<file path="src/rtl/jsod_pkg.sv">
`timescale 1ns / 1ps
`default_nettype none

package jsod_pkg;

   localparam int MAX_RESULTS = 5;
   localparam int FIFO_DEPTH  = 8;
   localparam int PTR_W       = $clog2(FIFO_DEPTH);
   localparam int CNT_W       = $clog2(FIFO_DEPTH + 1);
   // an item is taken only while a whole burst still fits
   localparam int ROOM_LIMIT  = FIFO_DEPTH - MAX_RESULTS;

   localparam logic [2:0] KIND_KEY_BYTE = 3'd0;
   localparam logic [2:0] KIND_VAL_BYTE = 3'd1;
   localparam logic [2:0] KIND_KEY_END  = 3'd2;
   localparam logic [2:0] KIND_VAL_END  = 3'd3;
   localparam logic [2:0] KIND_ACCEPT   = 3'd4;
   localparam logic [2:0] KIND_ERROR    = 3'd5;

   localparam logic [3:0] ERR_MALFORMED = 4'd0;
   localparam logic [3:0] ERR_TRAILING  = 4'd1;
   localparam logic [3:0] ERR_CONTROL   = 4'd2;
   localparam logic [3:0] ERR_UNTERM    = 4'd3;
   localparam logic [3:0] ERR_BAD_ESC   = 4'd4;
   localparam logic [3:0] ERR_BAD_HEX   = 4'd5;
   localparam logic [3:0] ERR_TRUNC_UNI = 4'd6;
   localparam logic [3:0] ERR_UNP_HIGH  = 4'd7;
   localparam logic [3:0] ERR_BAD_PAIR  = 4'd8;
   localparam logic [3:0] ERR_UNP_LOW   = 4'd9;
   localparam logic [3:0] ERR_TRUNC_ESC = 4'd10;

   typedef enum logic [3:0] {
      PH_OPEN      = 4'd0,
      PH_FIRST     = 4'd1,
      PH_KEY_OPEN  = 4'd2,
      PH_COLON     = 4'd3,
      PH_VAL_OPEN  = 4'd4,
      PH_AFTER_VAL = 4'd5,
      PH_TAIL      = 4'd6,
      PH_STR       = 4'd7,
      PH_ESC       = 4'd8,
      PH_HEX       = 4'd9,
      PH_HI_BS     = 4'd10,
      PH_HI_U      = 4'd11,
      PH_LO_HEX    = 4'd12
   } phase_type;

   typedef struct packed {
      phase_type   phase;
      logic        in_value;
      logic [15:0] hex_accum;
      logic [1:0]  hex_count;
      logic [9:0]  high_sur;
      logic        discarding;
   } dec_state_type;

   localparam dec_state_type STATE_RESET = '{
      phase:      PH_OPEN,
      in_value:   1'b0,
      hex_accum:  16'h0000,
      hex_count:  2'd0,
      high_sur:   10'd0,
      discarding: 1'b0
   };

   typedef struct packed {
      logic [2:0] kind;
      logic [7:0] data;
      logic [3:0] err;
      logic       run_end;
   } rsp_item_type;

endpackage

`default_nettype wire

</file>
<file path="src/rtl/jsod_decode.sv">
`timescale 1ns / 1ps
`default_nettype none

module jsod_decode (
   input  jsod_pkg::dec_state_type                              cur_state,
   input  logic [7:0]                                           text_byte,
   input  logic                                                 text_last,
   output jsod_pkg::dec_state_type                              nxt_state,
   output jsod_pkg::rsp_item_type [jsod_pkg::MAX_RESULTS-1:0]   res_items,
   output logic [2:0]                                           res_count
);
   import jsod_pkg::*;

   typedef struct packed {
      logic [2:0]      len;
      logic [3:0][7:0] bytes;
   } utf8_type;

   function automatic utf8_type utf8_encode(input logic [20:0] cp);
      utf8_type u;
      u = '0;
      if (cp <= 21'h00007f) begin
         u.len      = 3'd1;
         u.bytes[0] = cp[7:0];
      end else if (cp <= 21'h0007ff) begin
         u.len      = 3'd2;
         u.bytes[0] = 8'hc0 | {3'b000, cp[10:6]};
         u.bytes[1] = 8'h80 | {2'b00, cp[5:0]};
      end else if (cp <= 21'h00ffff) begin
         u.len      = 3'd3;
         u.bytes[0] = 8'he0 | {4'b0000, cp[15:12]};
         u.bytes[1] = 8'h80 | {2'b00, cp[11:6]};
         u.bytes[2] = 8'h80 | {2'b00, cp[5:0]};
      end else begin
         u.len      = 3'd4;
         u.bytes[0] = 8'hf0 | {5'b00000, cp[20:18]};
         u.bytes[1] = 8'h80 | {2'b00, cp[17:12]};
         u.bytes[2] = 8'h80 | {2'b00, cp[11:6]};
         u.bytes[3] = 8'h80 | {2'b00, cp[5:0]};
      end
      return u;
   endfunction

   // {valid, digit}
   function automatic logic [4:0] hex_nibble(input logic [7:0] b);
      logic [4:0] r;
      r = 5'd0;
      if (b >= 8'h30 && b <= 8'h39) begin
         r = {1'b1, b[3:0]};
      end else if ((b >= 8'h61 && b <= 8'h66) || (b >= 8'h41 && b <= 8'h46)) begin
         r = {1'b1, b[3:0] + 4'd9};
      end
      return r;
   endfunction

   dec_state_type   nxt;
   utf8_type        enc;
   logic [2:0]      data_n;
   logic [3:0][7:0] data_b;
   logic            mark;
   logic            term;
   logic [2:0]      term_kind;
   logic [3:0]      term_err;
   logic [4:0]      hv;
   logic [15:0]     acc;
   logic [20:0]     cp;
   logic            is_space;
   logic            in_struct;
   logic            low;
   logic [2:0]      idx;

   always_comb begin
      nxt       = cur_state;
      enc       = '0;
      data_n    = 3'd0;
      data_b    = '0;
      mark      = 1'b0;
      term      = 1'b0;
      term_kind = KIND_ERROR;
      term_err  = ERR_MALFORMED;
      hv        = hex_nibble(text_byte);
      acc       = {cur_state.hex_accum[11:0], hv[3:0]};
      cp        = 21'h010000 + {1'b0, cur_state.high_sur, acc[9:0]};
      is_space  = text_byte == 8'h20 || text_byte == 8'h09 ||
                  text_byte == 8'h0a || text_byte == 8'h0d;
      in_struct = cur_state.phase <= PH_TAIL;
      low       = cur_state.phase == PH_LO_HEX;

      if (cur_state.discarding) begin
         if (cur_state.hex_count != 2'd0) begin
            nxt.hex_count = cur_state.hex_count - 2'd1;
         end
      end else if (in_struct && is_space) begin
         nxt = cur_state;
      end else begin
         case (cur_state.phase)
            PH_OPEN: begin
               if (text_byte == 8'h7b) begin
                  nxt.phase = PH_FIRST;
               end else begin
                  nxt.discarding = 1'b1;
                  nxt.hex_accum  = {12'h000, ERR_MALFORMED};
                  nxt.hex_count  = 2'd0;
               end
            end
            PH_FIRST, PH_KEY_OPEN, PH_VAL_OPEN: begin
               if (cur_state.phase == PH_FIRST && text_byte == 8'h7d) begin
                  nxt.phase = PH_TAIL;
               end else if (text_byte == 8'h22) begin
                  nxt.in_value = cur_state.phase == PH_VAL_OPEN;
                  nxt.phase    = PH_STR;
               end else begin
                  nxt.discarding = 1'b1;
                  nxt.hex_accum  = {12'h000, ERR_MALFORMED};
                  nxt.hex_count  = 2'd0;
               end
            end
            PH_COLON: begin
               if (text_byte == 8'h3a) begin
                  nxt.phase = PH_VAL_OPEN;
               end else begin
                  nxt.discarding = 1'b1;
                  nxt.hex_accum  = {12'h000, ERR_MALFORMED};
                  nxt.hex_count  = 2'd0;
               end
            end
            PH_AFTER_VAL: begin
               if (text_byte == 8'h7d) begin
                  nxt.phase = PH_TAIL;
               end else if (text_byte == 8'h2c) begin
                  nxt.phase = PH_KEY_OPEN;
               end else begin
                  nxt.discarding = 1'b1;
                  nxt.hex_accum  = {12'h000, ERR_MALFORMED};
                  nxt.hex_count  = 2'd0;
               end
            end
            PH_TAIL: begin
               nxt.discarding = 1'b1;
               nxt.hex_accum  = {12'h000, ERR_TRAILING};
               nxt.hex_count  = 2'd0;
            end
            PH_STR: begin
               if (text_byte == 8'h22) begin
                  mark      = 1'b1;
                  nxt.phase = cur_state.in_value ? PH_AFTER_VAL : PH_COLON;
               end else if (text_byte < 8'h20) begin
                  nxt.discarding = 1'b1;
                  nxt.hex_accum  = {12'h000, ERR_CONTROL};
                  nxt.hex_count  = 2'd0;
               end else if (text_byte == 8'h5c) begin
                  nxt.phase = PH_ESC;
               end else begin
                  data_n    = 3'd1;
                  data_b[0] = text_byte;
               end
            end
            PH_ESC: begin
               nxt.phase = PH_STR;
               data_n    = 3'd1;
               case (text_byte)
                  8'h22:   data_b[0] = 8'h22;
                  8'h5c:   data_b[0] = 8'h5c;
                  8'h2f:   data_b[0] = 8'h2f;
                  8'h62:   data_b[0] = 8'h08;
                  8'h66:   data_b[0] = 8'h0c;
                  8'h6e:   data_b[0] = 8'h0a;
                  8'h72:   data_b[0] = 8'h0d;
                  8'h74:   data_b[0] = 8'h09;
                  8'h75: begin
                     data_n        = 3'd0;
                     nxt.phase     = PH_HEX;
                     nxt.hex_accum = 16'h0000;
                     nxt.hex_count = 2'd0;
                  end
                  default: begin
                     data_n         = 3'd0;
                     nxt.discarding = 1'b1;
                     nxt.hex_accum  = {12'h000, ERR_BAD_ESC};
                     nxt.hex_count  = 2'd0;
                  end
               endcase
            end
            PH_HEX, PH_LO_HEX: begin
               if (!hv[4]) begin
                  // bytes left in this group of four decide bad hex or truncation
                  nxt.discarding = 1'b1;
                  nxt.hex_accum  = {12'h000, ERR_BAD_HEX};
                  nxt.hex_count  = 2'd3 - cur_state.hex_count;
               end else if (cur_state.hex_count != 2'd3) begin
                  nxt.hex_accum = acc;
                  nxt.hex_count = cur_state.hex_count + 2'd1;
               end else begin
                  nxt.hex_accum = 16'h0000;
                  nxt.hex_count = 2'd0;
                  if (low) begin
                     if (acc[15:10] != 6'b110111) begin
                        nxt.discarding = 1'b1;
                        nxt.hex_accum  = {12'h000, ERR_BAD_PAIR};
                     end else begin
                        enc       = utf8_encode(cp);
                        data_n    = enc.len;
                        data_b    = enc.bytes;
                        nxt.phase = PH_STR;
                     end
                  end else if (acc[15:10] == 6'b110110) begin
                     nxt.high_sur = acc[9:0];
                     nxt.phase    = PH_HI_BS;
                  end else if (acc[15:10] == 6'b110111) begin
                     nxt.discarding = 1'b1;
                     nxt.hex_accum  = {12'h000, ERR_UNP_LOW};
                  end else begin
                     enc       = utf8_encode({5'b00000, acc});
                     data_n    = enc.len;
                     data_b    = enc.bytes;
                     nxt.phase = PH_STR;
                  end
               end
            end
            PH_HI_BS: begin
               if (text_byte == 8'h5c) begin
                  nxt.phase = PH_HI_U;
               end else begin
                  nxt.discarding = 1'b1;
                  nxt.hex_accum  = {12'h000, ERR_UNP_HIGH};
                  nxt.hex_count  = 2'd0;
               end
            end
            PH_HI_U: begin
               if (text_byte == 8'h75) begin
                  nxt.phase     = PH_LO_HEX;
                  nxt.hex_accum = 16'h0000;
                  nxt.hex_count = 2'd0;
               end else begin
                  nxt.discarding = 1'b1;
                  nxt.hex_accum  = {12'h000, ERR_UNP_HIGH};
                  nxt.hex_count  = 2'd0;
               end
            end
            default: begin
               nxt.discarding = 1'b1;
               nxt.hex_accum  = {12'h000, ERR_MALFORMED};
               nxt.hex_count  = 2'd0;
            end
         endcase
      end

      if (text_last) begin
         term = 1'b1;
         if (nxt.discarding) begin
            term_err = nxt.hex_accum[3:0];
            if (term_err == ERR_BAD_HEX && nxt.hex_count != 2'd0) begin
               term_err = ERR_TRUNC_UNI;
            end
         end else begin
            case (nxt.phase)
               PH_TAIL:             term_kind = KIND_ACCEPT;
               PH_STR:              term_err  = ERR_UNTERM;
               PH_ESC:              term_err  = ERR_TRUNC_ESC;
               PH_HEX, PH_LO_HEX:   term_err  = ERR_TRUNC_UNI;
               PH_HI_BS, PH_HI_U:   term_err  = ERR_UNP_HIGH;
               default:             term_err  = ERR_MALFORMED;
            endcase
         end
         if (term_kind == KIND_ACCEPT) begin
            term_err = ERR_MALFORMED;
         end
         nxt = STATE_RESET;
      end

      // data bytes first, then the end mark, then the terminal report
      res_items = '0;
      for (int i = 0; i < 4; i++) begin
         if (i < data_n) begin
            res_items[i].kind = {2'b00, cur_state.in_value};
            res_items[i].data = data_b[i];
         end
      end
      idx = data_n;
      if (mark) begin
         res_items[idx].kind = cur_state.in_value ? KIND_VAL_END : KIND_KEY_END;
         idx = idx + 3'd1;
      end
      if (term) begin
         res_items[idx].kind = term_kind;
         res_items[idx].err  = term_err;
         idx = idx + 3'd1;
      end
      if (idx != 3'd0) begin
         res_items[idx - 3'd1].run_end = 1'b1;
      end
      res_count = idx;
      nxt_state = nxt;
   end

endmodule

`default_nettype wire

</file>
<file path="src/rtl/json_string_object_decoder_unit.sv">
`timescale 1ns / 1ps
`default_nettype none

// channel  direction  tdata                         tuser          tlast
// req      in         [7:0] text byte               -              last byte of text
// rsp      out        [7:0] byte, [11:8] error code  [2:0] kind    last result of a byte
//
// one text byte per cycle while room allows: a byte is held in the input register,
// decoded in a single pass and its 0 to 5 results go into an 8-entry result queue.
// the input register takes a byte while empty or the queue has room for a full burst
// (at most 3 entries held); results leave at one per cycle, so bursts slow it down.
// reset (synchronous) empties the queue and sets the parser to wait for an opening brace.
// a stalled rsp side fills the queue and then holds req_tready low.

module json_string_object_decoder_unit (
   input  logic        clock,
   input  logic        reset,
   input  logic        req_tvalid,
   output logic        req_tready,
   input  logic [7:0]  req_tdata,   // [7:0] text_byte
   input  logic        req_tlast,
   output logic        rsp_tvalid,
   input  logic        rsp_tready,
   output logic [15:0] rsp_tdata,   // [7:0] res_byte, [11:8] res_error, [15:12] zero
   output logic [2:0]  rsp_tuser,   // [2:0] res_kind
   output logic        rsp_tlast
);
   import jsod_pkg::*;

   logic                                in_valid_ff, in_valid_in;
   logic [7:0]                          in_byte_ff;
   logic                                in_last_ff;
   dec_state_type                       state_ff, state_in;
   rsp_item_type                        fifo_ff [FIFO_DEPTH];
   logic [PTR_W-1:0]                    wr_ptr_ff, wr_ptr_in;
   logic [PTR_W-1:0]                    rd_ptr_ff, rd_ptr_in;
   logic [CNT_W-1:0]                    count_ff, count_in;
   dec_state_type                       dec_next;
   rsp_item_type [MAX_RESULTS-1:0]      dec_items;
   logic [2:0]                          dec_count;
   logic                                room;
   logic                                advance;
   logic                                pop;
   logic [CNT_W-1:0]                    push_n;
   rsp_item_type                        head;

   jsod_decode u_decode (
      .cur_state (state_ff),
      .text_byte (in_byte_ff),
      .text_last (in_last_ff),
      .nxt_state (dec_next),
      .res_items (dec_items),
      .res_count (dec_count)
   );

   assign room       = count_ff <= CNT_W'(ROOM_LIMIT);
   assign advance    = in_valid_ff && room;
   assign req_tready = !in_valid_ff || room;
   assign pop        = rsp_tvalid && rsp_tready;
   assign push_n     = advance ? CNT_W'(dec_count) : '0;

   assign head       = fifo_ff[rd_ptr_ff];
   assign rsp_tvalid = count_ff != '0;
   assign rsp_tdata  = {4'b0000, head.err, head.data};
   assign rsp_tuser  = head.kind;
   assign rsp_tlast  = head.run_end;

   always_comb begin
      in_valid_in = (req_tvalid && req_tready) || (in_valid_ff && !advance);
      state_in    = advance ? dec_next : state_ff;
      wr_ptr_in   = wr_ptr_ff + PTR_W'(push_n);
      rd_ptr_in   = rd_ptr_ff + PTR_W'(pop);
      count_in    = count_ff + push_n - CNT_W'(pop);
   end

   always_ff @(posedge clock) begin
      if (reset) begin
         in_valid_ff <= 1'b0;
         state_ff    <= STATE_RESET;
         wr_ptr_ff   <= '0;
         rd_ptr_ff   <= '0;
         count_ff    <= '0;
      end else begin
         in_valid_ff <= in_valid_in;
         state_ff    <= state_in;
         wr_ptr_ff   <= wr_ptr_in;
         rd_ptr_ff   <= rd_ptr_in;
         count_ff    <= count_in;
      end
   end

   always_ff @(posedge clock) begin
      if (req_tvalid && req_tready) begin
         in_byte_ff <= req_tdata;
         in_last_ff <= req_tlast;
      end
      for (int i = 0; i < MAX_RESULTS; i++) begin
         if (advance && i < dec_count) begin
            fifo_ff[wr_ptr_ff + PTR_W'(i)] <= dec_items[i];
         end
      end
   end

endmodule

`default_nettype wire

</file>
<file path="config.mk">
export PLATFORM = sky130hd
export DESIGN_NAME = json_string_object_decoder_unit
export DESIGN_NICKNAME = d
export VERILOG_FILES = /design/src/rtl/jsod_pkg.sv /design/src/rtl/jsod_decode.sv /design/src/rtl/json_string_object_decoder_unit.sv
export SDC_FILE = /design/constraint.sdc
export NUM_CORES = 1
export LEC_CHECK = 0
export ABC_AREA = 1
export BUFFER_PORTS_ARGS = -buffer_cell sky130_fd_sc_hd__buf_2
export CELL_PAD_IN_SITES_DETAIL_PLACEMENT = 1
export CELL_PAD_IN_SITES_GLOBAL_PLACEMENT = 2
export CORE_MARGIN = 10
export CORE_UTILIZATION = 36
export CTS_BUF_LIST = sky130_fd_sc_hd__clkbuf_8 sky130_fd_sc_hd__clkbuf_16
export CTS_CLUSTER_SIZE = 14
export DETAILED_ROUTE_END_ITERATION = 8
export PLACE_DENSITY_LB_ADDON = 0.1
export SLEW_MARGIN = 20
export SYNTH_ARGS = -nofsm -noshare
export SYNTH_HDL_FRONTEND = slang
export SYNTH_SLANG_ARGS = --single-unit
</file>
<file path="constraint.sdc">
create_clock -name clock -period 6.65 [get_ports clock]
set_clock_uncertainty 0.05 [all_clocks]
set_input_delay 0.665 -clock clock [delete_from_list [all_inputs] [get_ports clock]]
set_output_delay 0.665 -clock clock [all_outputs]
set_load 0.03 [all_outputs]
</file>
==> results of run 1 <==
==> through the flow <==
stage / utilization (%) / setup WS (ns) / cell area (sq um) / instances
2_1_floorplan: - / 1.48 / 15000 / 2253
3_5_place_dp: 38.5 / 0.739 / 15700 / 2766
6_report: 39.9 / 0.636 / 16300 / 2798
5_1_grt: 39.9 / 0.117 / 16300 / 2798
3_3_place_gp: 38.5 / 0.914 / 15700 / 2766
4_1_cts: 39.9 / 0.713 / 16300 / 2798
==> worst reg2reg max path: cells and delay by family (launching register included) <==
kind            cells  cell delay [ns]
simple gates       19             2.50
fa+ha+maj           3             0.75
compound gates      3             0.95
flops               1             0.48
buf+inv             7             0.94
==> sequential cells by signal (all words and copies together) (netlist names) <==
name	count
rd_ptr_ff	3
in_valid_ff	1
fifo_ff	128
state_ff	30
in_byte_ff	8
count_ff	4
in_last_ff	1
wr_ptr_ff	3
==> placed cells by master, fill, tap and decap left out, types with 5 or more instances in the layout <==
cell type	count
nand2_1	399
nand2_2	13
nand4_1	27
nor2_1	281
nand3_1	121
clkinv_1	8
nand2_4	10
nor3_2	5
a31oi_1	21
dfxtp_1	40
nor2_2	14
buf_2	30
inv_2	19
edfxtp_1	137
a21oi_2	7
ha_1	26
inv_1	275
o22ai_1	31
o221ai_1	6
a21oi_1	186
xor2_1	5
buf_4	55
o211ai_1	28
a211oi_1	15
o21ai_1	44
nand3_2	8
nor3_1	49
clkbuf_16	17
o21ai_0	301
nor4_1	9
xnor2_1	6
==> how the worst max path moves through the flow <==
| stage | slack, ns | end | depth (start not counted) |
|---|---|---|---|
| after floorplan | 1.48 | fifo_ff[2][0] | 31 |
| after global placement | 0.91 | fifo_ff[0][8] | 32 |
| after detailed placement | 0.74 | fifo_ff[0][8] | 32 |
| after CTS | 0.71 | fifo_ff[0][12] | 32 |
| after global routing | 0.12 | fifo_ff[0][10] | 32 |
| final | 0.64 | fifo_ff[0][6] | 32 |
==> power groups by stage <==
| stage | Sequential (mW) | Combinational [mW] | Clock (mW) |
|---|---|---|---|
| after detailed placement | 1.32 | 1.18 | 0 |
| after global routing | 1.30 | 1.29 | 1.13 |
| after CTS | 1.30 | 1.18 | 1.08 |
| final | 1.30 | 1.18 | 1.07 |
| after floorplan | 1.30 | 0.792 | 0 |
| after global placement | 1.32 | 1.17 | 0 |
==> per-layer routing <==
layer	vias to the layer above	global-route usage [%]
met4	0	11.3
met5	-	0
li1	7642	-
met1	8077	35.4
met2	560	48.7
met3	129	3.01
==> cells in the mapped netlist (7+ instances only) <==
cell type,instances
nand4_1,27
nor2_1,282
a211oi_1,15
o21ai_0,302
o21ai_1,44
edfxtp_1,137
nand2_4,10
a21oi_2,7
a21oi_1,186
ha_1,26
nand3_2,8
nor2_2,13
nand2_2,13
clkbuf_1,62
o211ai_1,28
nor4_1,9
buf_2,29
nand2_1,399
a31oi_1,21
nor3_1,50
dfxtp_1,41
nand3_1,121
inv_2,19
inv_1,273
o22ai_1,31
==> logic make-up after synthesis <==
| kind of cell | count (synthesis) | share of synthesized area, % |
|---|---|---|
| and+or+nand+nor | 952 | 28.1 |
| AOI/OAI and AO/OA | 676 | 25.1 |
| buffers and inverters | 404 | 10.7 |
| DFF | 178 | 33.0 |
| adders and majority gates | 28 | 2.44 |
| xor gates and xnor gates | 11 | 0.644 |
| other | 1 | 0.0251 |
==> area by class of cell <==
type                            instances  area (sq um)
Inverter                              300          1130
Clock inverter                         15           165
Fill cell                            5299         24600
Sequential cell                       178          4940
Timing Repair Buffer                   85           563
Multi-Input combinational cell       1671          8450
Tap cell                              532           666
Clock buffer                           17           425
==> impl_metrics.env, run 1 <==
export IMPL_status="finished clean"
export IMPL_rsz0062_at_grt="false"
export IMPL_yosysTopAreaCell="edfxtp_1"
export IMPL_avgRoutedWirePerCell_microns=25.6
export IMPL_whs_ns=0.314
export IMPL_dr_max_layer_used="met4"
export IMPL_core_area_sq_um=40900
export IMPL_first_pass_iters=5
export IMPL_seqPwrFrac_pct=36.6
export IMPL_hold_path_class="in2reg"
export IMPL_postCtsHoldBufs=0
export IMPL_drv_cap=0
export IMPL_drc=0
export IMPL_reg2reg_slack_ns=0.64
export IMPL_r2r_end="fifo_ff[0][6]"
export IMPL_drtIter0Drc=1651
export IMPL_yosysWarnings=0
export IMPL_cp_start_kind="flop"
export IMPL_r2r_worst_path_cells=32
export IMPL_finalSetupViolations=0
export IMPL_die_y_microns=224
export IMPL_cp_buffers_inverters=7
export IMPL_cp_max_fo=23
export IMPL_hp_start="req_tdata[3]"
export IMPL_grt_max_degree=66
export IMPL_crit_top_cell="nand2_1"
export IMPL_clk_latency_ns=0.47
export IMPL_p_total_mw=3.54
export IMPL_fin_crit_ns=6.01
export IMPL_wl_met2_microns=35200
export IMPL_crit_start="in_byte_ff[0]"
export IMPL_die_x_microns=224
export IMPL_root_buffer="clkbuf_16"
export IMPL_netlist_instances=2250
export IMPL_critPathCaptureType="flop"
export IMPL_netSwitchingPower_mw=1.40
export IMPL_hold_viol=0
export IMPL_cp_slowest_cell="a21o_1"
export IMPL_pwr_share_comb_pct=33.3
export IMPL_dp_hpwl_microns=55200
export IMPL_grt_pass1_vias=16309
export IMPL_htree_levels=4
export IMPL_max_slew_worst_pin_slew_ns=1.08
export IMPL_synth_edf_count=137
export IMPL_dieArea_sq_um=50100
export IMPL_cp_arrival_ns=6.07
export IMPL_cts_tree="built"
export IMPL_postRouteAntennaNets=0
export IMPL_regToRegStartpoint="in_byte_ff[0]"
export IMPL_io_buffers=30
export IMPL_relSlewSlack_pct=27.9
export IMPL_p_sw_share_pct=39.4
export IMPL_grt_usage_pct=28.2
export IMPL_critical_path_top_delay_family="simple AND/OR/NAND/NOR gates"
export IMPL_nets=2294
export IMPL_antenna_found_initial=0
export IMPL_max_freq_ghz=0.166
export IMPL_cts_max_path_buffers=2
export IMPL_initial_core_util_pct=36.5
export IMPL_grt_ovfl_total=0
export IMPL_ir_drop_mv=0.173
export IMPL_max_stage_delay_ns=0.50
export IMPL_viasPerCell=5.86
export IMPL_cts_resized=0
export IMPL_crit_required_ns=6.71
export IMPL_cts_sinks=178
export IMPL_tns_ns=0
export IMPL_synthArstFlopShare_pct=0
export IMPL_clk_pin_slew_ns=0.07
export IMPL_cts_setup_buffers=0
export IMPL_hold_path_end="in_byte_ff[3]"
export IMPL_min_path_cells=1
export IMPL_yosysSeqAreaShare_pct=33.0
export IMPL_num_io_pins=35
export IMPL_powerDensity_nw_per_um2=217
export IMPL_place_congestion=0.998
export IMPL_rows=74
export IMPL_ys_seq_elements=178
export IMPL_via_count=16408
export IMPL_antennaDiodeCount=0
export IMPL_syn_area_sq_um=14900
export IMPL_ys_types=63
export IMPL_drt_total_wl_microns=71700
export IMPL_cts_buffers=17
export IMPL_drv_slew=0
export IMPL_crit_type="reg2reg"
export IMPL_synthFlopType="edfxtp_1"
export IMPL_areaGrowthSynthToFinish_pct=9.27
export IMPL_drive_above_1_share_pct=9.40
export IMPL_avgSynthCellArea_sq_um=6.64
export IMPL_synth_top_cell_area_share_pct=27.5
export IMPL_power_leakage_nw=6.96
export IMPL_yosys_top_cells_area="edfxtp_1 (28%), o21ai_0 (10%), nand2_1 (10%)"
export IMPL_p_int_mw=2.15
export IMPL_wl_met1_microns=30100
export IMPL_grt_pass1_wl_microns=107000
export IMPL_fin_crit_sh_pct=90.4
export IMPL_route_met3_wl_microns=3930
export IMPL_pwr_share_clk_pct=30.1
(Power assumes the default switching activity.)
==> run 2, diff against run 1 <==
Settings changed: CORE_MARGIN 10 to unset, SLEW_MARGIN 20 to 0.
==> run 2 against run 1 <==
Final cell count is essentially flat. Largest power group unchanged. First-iteration DRC count is 25% lower. Non-clock buffer count decreased by 2. Register-to-register slack worse by 0.06 ns. Largest cell class unchanged. Clock power about the same. Worst hold slack lost 0.010 ns. Global-route usage is 4.7 points higher. Core utilization is essentially flat. Highest routed layer unchanged. Sequential share of layout area barely moved. Routed wire length is 4.2% lower. Die area fell by 15%.
==> impl_metrics.env, run 2 (same netlist as run 1, synthesis figures left out) <==
export IMPL_status="finished clean"
export IMPL_htree_levels=4
export IMPL_avgRoutedWirePerCell_microns=24.6
export IMPL_fin_crit_ns=6.07
export IMPL_fin_util_pct=39.9
export IMPL_die_x_microns=206
export IMPL_hold_path_class="in2reg"
export IMPL_num_io_pins=35
export IMPL_clk_latency_ns=0.49
export IMPL_place_ws_ns=0.507
export IMPL_hp_start="req_tdata[3]"
export IMPL_p_sw_share_pct=40.4
export IMPL_largestRegisters="fifo_ff (128), state_ff (30), in_byte_ff (8)"
export IMPL_cts_setup_buffers=0
export IMPL_cp_arrival_ns=6.19
export IMPL_drtIter0Drc=1237
export IMPL_regToRegStartpoint="in_byte_ff[0]"
export IMPL_postRouteAntennaNets=0
export IMPL_areaGrowthSynthToFinish_pct=9.14
export IMPL_max_stage_delay_ns=0.49
export IMPL_p_int_mw=2.12
export IMPL_first_pass_iters=5
export IMPL_powerDensity_nw_per_um2=218
export IMPL_p_total_mw=3.56
export IMPL_drt_total_wl_microns=68700
export IMPL_root_buffer="clkbuf_16"
export IMPL_tns_ns=0
export IMPL_pwr_share_clk_pct=30.4
export IMPL_grt_max_degree=66
export IMPL_core_area_sq_um=40900
export IMPL_grt_pass1_vias=16347
export IMPL_min_path_cells=1
export IMPL_drv_cap=0
export IMPL_max_freq_ghz=0.165
export IMPL_power_leakage_nw=6.95
export IMPL_netSwitchingPower_mw=1.44
export IMPL_crit_end="fifo_ff[3][5]"
export IMPL_antenna_found_initial=0
export IMPL_cts_sinks=178
export IMPL_pwr_share_comb_pct=33.1
export IMPL_clk_pin_slew_ns=0.08
export IMPL_cp_max_fo=18
export IMPL_postCtsHoldBufs=0
export IMPL_largest_reg_flops=128
export IMPL_seqPwrFrac_pct=36.6
export IMPL_fillers=5343
export IMPL_initial_core_util_pct=36.5
export IMPL_cp_start_kind="flop"
export IMPL_fin_crit_sh_pct=91.4
export IMPL_hold_viol=0
export IMPL_r2r_end="fifo_ff[3][5]"
export IMPL_crit_type="reg2reg"
export IMPL_cts_buffers=17
export IMPL_crit_required_ns=6.76
export IMPL_grt_ovfl_total=0
export IMPL_nets=2292
export IMPL_critPathCaptureType="flop"
export IMPL_crit_start="in_byte_ff[0]"
export IMPL_cts_max_path_buffers=2
export IMPL_viasPerCell=5.80
export IMPL_setup_ws_ns=0.575
export IMPL_whs_ns=0.303
export IMPL_reg2reg_slack_ns=0.58
export IMPL_cts_tree="built"
export IMPL_grt_usage_pct=32.9
export IMPL_final_common_cell="nand2_1"
export IMPL_layout_common_cells="nand2_1 (399), o21ai_0 (301), nor2_1 (282)"
export IMPL_r2r_worst_path_cells=31
export IMPL_cp_slowest_cell="edfxtp_1"
export IMPL_grt_pass1_wl_microns=103000
export IMPL_drc=0
export IMPL_die_y_microns=206
export IMPL_relSlewSlack_pct=17.6
export IMPL_ir_drop_mv=0.166
export IMPL_dieArea_sq_um=42300
export IMPL_finalSetupViolations=0
export IMPL_rows=74
export IMPL_io_buffers=30
export IMPL_place_congestion=0.996
export IMPL_antennaDiodeCount=0
export IMPL_dp_hpwl_microns=53500
export IMPL_drive_above_1_share_pct=9.41
export IMPL_max_slew_worst_pin_slew_ns=1.23
export IMPL_cts_resized=0
export IMPL_via_count=16221
export IMPL_crit_top_cell="nand2_1"
export IMPL_drv_slew=0
export IMPL_rsz0062_at_grt="false"
export IMPL_largest_register="fifo_ff"
==> run 2: stage by stage <==
step                cell area [sq um]  instances
finish                          16300       2796
global route                    16300       2796
CTS                             16300       2796
detailed placement              15700       2764
global placement                15700       2764
floorplan                       15000       2253
==> run 2: area by class of cell <==
type	count	area, sq um	share of cell area [%]
Sequential cell	178	4940	30.3
Clock inverter	15	170	1.04
Timing Repair Buffer	83	548	3.36
Clock buffer	17	425	2.61
Tap cell	532	666	4.08
Inverter	300	1130	6.92
Multi-Input combinational cell	1671	8440	51.7
==> run 2: routing by layer <==
layer	routed length [microns]	vias up	global-route usage, %
met3	2790	121	3.58
met2	33400	469	56.8
met5	0	-	0
li1	-	7641	-
met1	30000	7990	41.5
met4	2560	0	14.0
==> run 2: worst min path at each step <==
stage | endpoint | slack, ns
detailed placement | state_ff[13] | 0.43
floorplan | state_ff[22] | 0.42
CTS | in_byte_ff[3] | 0.28
finish | in_byte_ff[3] | 0.30
global placement | state_ff[13] | 0.42
global route | in_byte_ff[2] | 0.29
==> run 2: critical path, delay by kind of cell, from the launching register on <==
kind,cells,cell delay [ns]
simple gates,18,2.79
compound gates,2,0.35
buf+inv,7,1.05
fa+ha+maj,4,1.02
flops,1,0.49
==> run 2: power by group through the flow <==
stage	sequential [mW]	combinational [mW]	clock [mW]
after floorplan	1.30	0.792	0
after global placement	1.32	1.15	0
after detailed placement	1.33	1.17	0
after CTS	1.30	1.17	1.09
after global routing	1.31	1.29	1.13
final	1.30	1.18	1.08
==> run 3, diff against run 2 <==
Settings changed: CORE_UTILIZATION 36 to 35, SYNTH_HIERARCHICAL set to 1.
==> run 3 against run 2 <==
Clock power rose by 4%. Via count rose by 32%. Final cell count rose by 33%. Worst setup slack got worse by 0.057 ns. Critical path depth rose by 2. Worst hold slack got worse by 0.026 ns.
==> impl_metrics.env, run 3 <==
export IMPL_drc=0
export IMPL_cts_resized=0
export IMPL_cp_start_kind="flop"
export IMPL_power_leakage_nw=9.73
export IMPL_clk_latency_ns=0.51
export IMPL_ir_drop_mv=0.148
export IMPL_grt_ovfl_total=0
export IMPL_relSlewSlack_pct=18.5
export IMPL_crit_start="in_byte_ff[1]"
export IMPL_syn_area_sq_um=18300
export IMPL_initial_core_util_pct=35.5
export IMPL_die_x_microns=231
export IMPL_crit_type="reg2reg"
export IMPL_largestRegisters="fifo_ff (128), state_ff (30), in_byte_ff (8)"
export IMPL_drtIter0Drc=1919
export IMPL_dp_hpwl_microns=68600
export IMPL_reg2reg_slack_ns=0.52
export IMPL_cts_setup_buffers=0
export IMPL_avgRoutedWirePerCell_microns=25.5
export IMPL_cts_tree="built"
export IMPL_largest_register="fifo_ff"
export IMPL_num_io_pins=35
export IMPL_io_buffers=30
export IMPL_rows=83
export IMPL_powerDensity_nw_per_um2=178
export IMPL_crit_required_ns=6.80
export IMPL_use_met1_pct=46.5
export IMPL_antennaDiodeCount=0
export IMPL_cp_arrival_ns=6.28
export IMPL_seqCellArea_sq_um=4940
export IMPL_netlist_instances=3080
export IMPL_cp_max_fo=20
export IMPL_gr_usage_met2_pct=58.2
export IMPL_drt_total_wl_microns=94900
export IMPL_cp_slowest_cell="edfxtp_1"
export IMPL_grt_max_degree=65
export IMPL_drive_above_1_share_pct=8.76
export IMPL_max_stage_delay_ns=0.50
export IMPL_cts_sinks=178
export IMPL_max_freq_ghz=0.163
export IMPL_cts_buffers=17
export IMPL_antenna_found_initial=2
export IMPL_place_congestion=0.943
export IMPL_nets=3064
export IMPL_rsz0062_at_grt="false"
export IMPL_dpl_cell_area_sq_um=19100
export IMPL_grt_pass1_vias=21362
export IMPL_fillers=6953
export IMPL_viasPerCell=5.76
export IMPL_dieArea_sq_um=53200
export IMPL_hold_path_class="in2reg"
export IMPL_place_ws_ns=0.577
export IMPL_grt_usage_pct=35.8
export IMPL_areaGrowthSynthToFinish_pct=7.99
export IMPL_die_y_microns=231
export IMPL_setup_ws_ns=0.518
export IMPL_globalRouteMet3Util_pct=5.83
export IMPL_crit_top_cell="nand2_2"
export IMPL_grt_busiest_layer="met2"
export IMPL_layout_common_cells="nand2_1 (1,064), nand3_1 (458), inv_1 (312)"
export IMPL_avgSynthCellArea_sq_um=5.94
export IMPL_grt_pass1_wl_microns=140000
export IMPL_fin_util_pct=38.3
export IMPL_core_area_sq_um=51500
export IMPL_largest_reg_flops=128
export IMPL_crit_end="fifo_ff[5][4]"
export IMPL_root_buffer="clkbuf_16"
export IMPL_via_count=21412
export IMPL_cts_max_path_buffers=2
export IMPL_postCtsHoldBufs=0
export IMPL_regToRegStartpoint="in_byte_ff[1]"
export IMPL_finalSetupViolations=0
export IMPL_max_slew_worst_pin_slew_ns=1.22
export IMPL_postRouteAntennaNets=0
export IMPL_critPathCaptureType="flop"
export IMPL_drv_cap=0
export IMPL_fin_crit_sh_pct=92.2
export IMPL_fin_crit_ns=6.13
export IMPL_multi_input_area_sq_um=11100
export IMPL_r2r_worst_path_cells=33
export IMPL_hold_viol=0
export IMPL_tns_ns=0
export IMPL_clk_pin_slew_ns=0.08
export IMPL_first_pass_iters=6
export IMPL_yosysWarnings=6
export IMPL_r2r_end="fifo_ff[5][4]"
export IMPL_htree_levels=4
export IMPL_status="finished clean"
export IMPL_fin_area_sq_um=19700
export IMPL_drv_slew=0
export IMPL_final_common_cell="nand2_1"
export IMPL_p_total_mw=3.51
[run 3: metrics by stage]
step | hold slack (ns) | cells
3_5_place_dp | 0.470 | 3686
3_3_place_gp | 0.453 | 3686
4_1_cts | 0.248 | 3718
5_1_grt | 0.264 | 3718
6_report | 0.278 | 3718
2_1_floorplan | 0.392 | 3104
[run 3: per-layer routing]
metal  vias up  routed length, microns
li1       9863                       -
met1     10518                   40600
met2       821                   43600
met3       206                    6750
met4         4                    4020
met5         -                      28
[run 3: layout make-up]
class,count,area share (%)
clock buffer,17,2.15
clock inverter,15,0.925
inverter,337,6.45
multi-input combinational,2368,56.3
sequential,178,25.0
tap,680,4.31
timing repair buffer,123,4.87
[run 3: worst min path at each step]
stage                     cells past startpoint  slack [ns]         start            end
after CTS                                     1        0.25  req_tdata[6]  in_byte_ff[6]
after global placement                        2        0.45   state_ff[2]    state_ff[2]
final                                         1        0.28  req_tdata[6]  in_byte_ff[6]
after floorplan                               2        0.39  state_ff[16]   state_ff[16]
after detailed placement                      2        0.47   state_ff[0]    state_ff[0]
after global routing                          1        0.26  req_tdata[6]  in_byte_ff[6]
[run 3: worst max-delay path, delay by kind of cell, from the launching register on]
kind,cells,cell delay (ns)
buf+inv,7,1.00
compound gates,2,0.43
fa+ha+maj,3,0.84
simple gates,21,2.96
flops,1,0.50
[run 3: power by group]
part	leakage (nW)	switching [mW]	total [mW]	internal, mW
logic	7.69	0.823	1.11	0.290
registers	1.75	0.0533	1.28	1.22
clock network	0.296	0.531	1.12	0.594
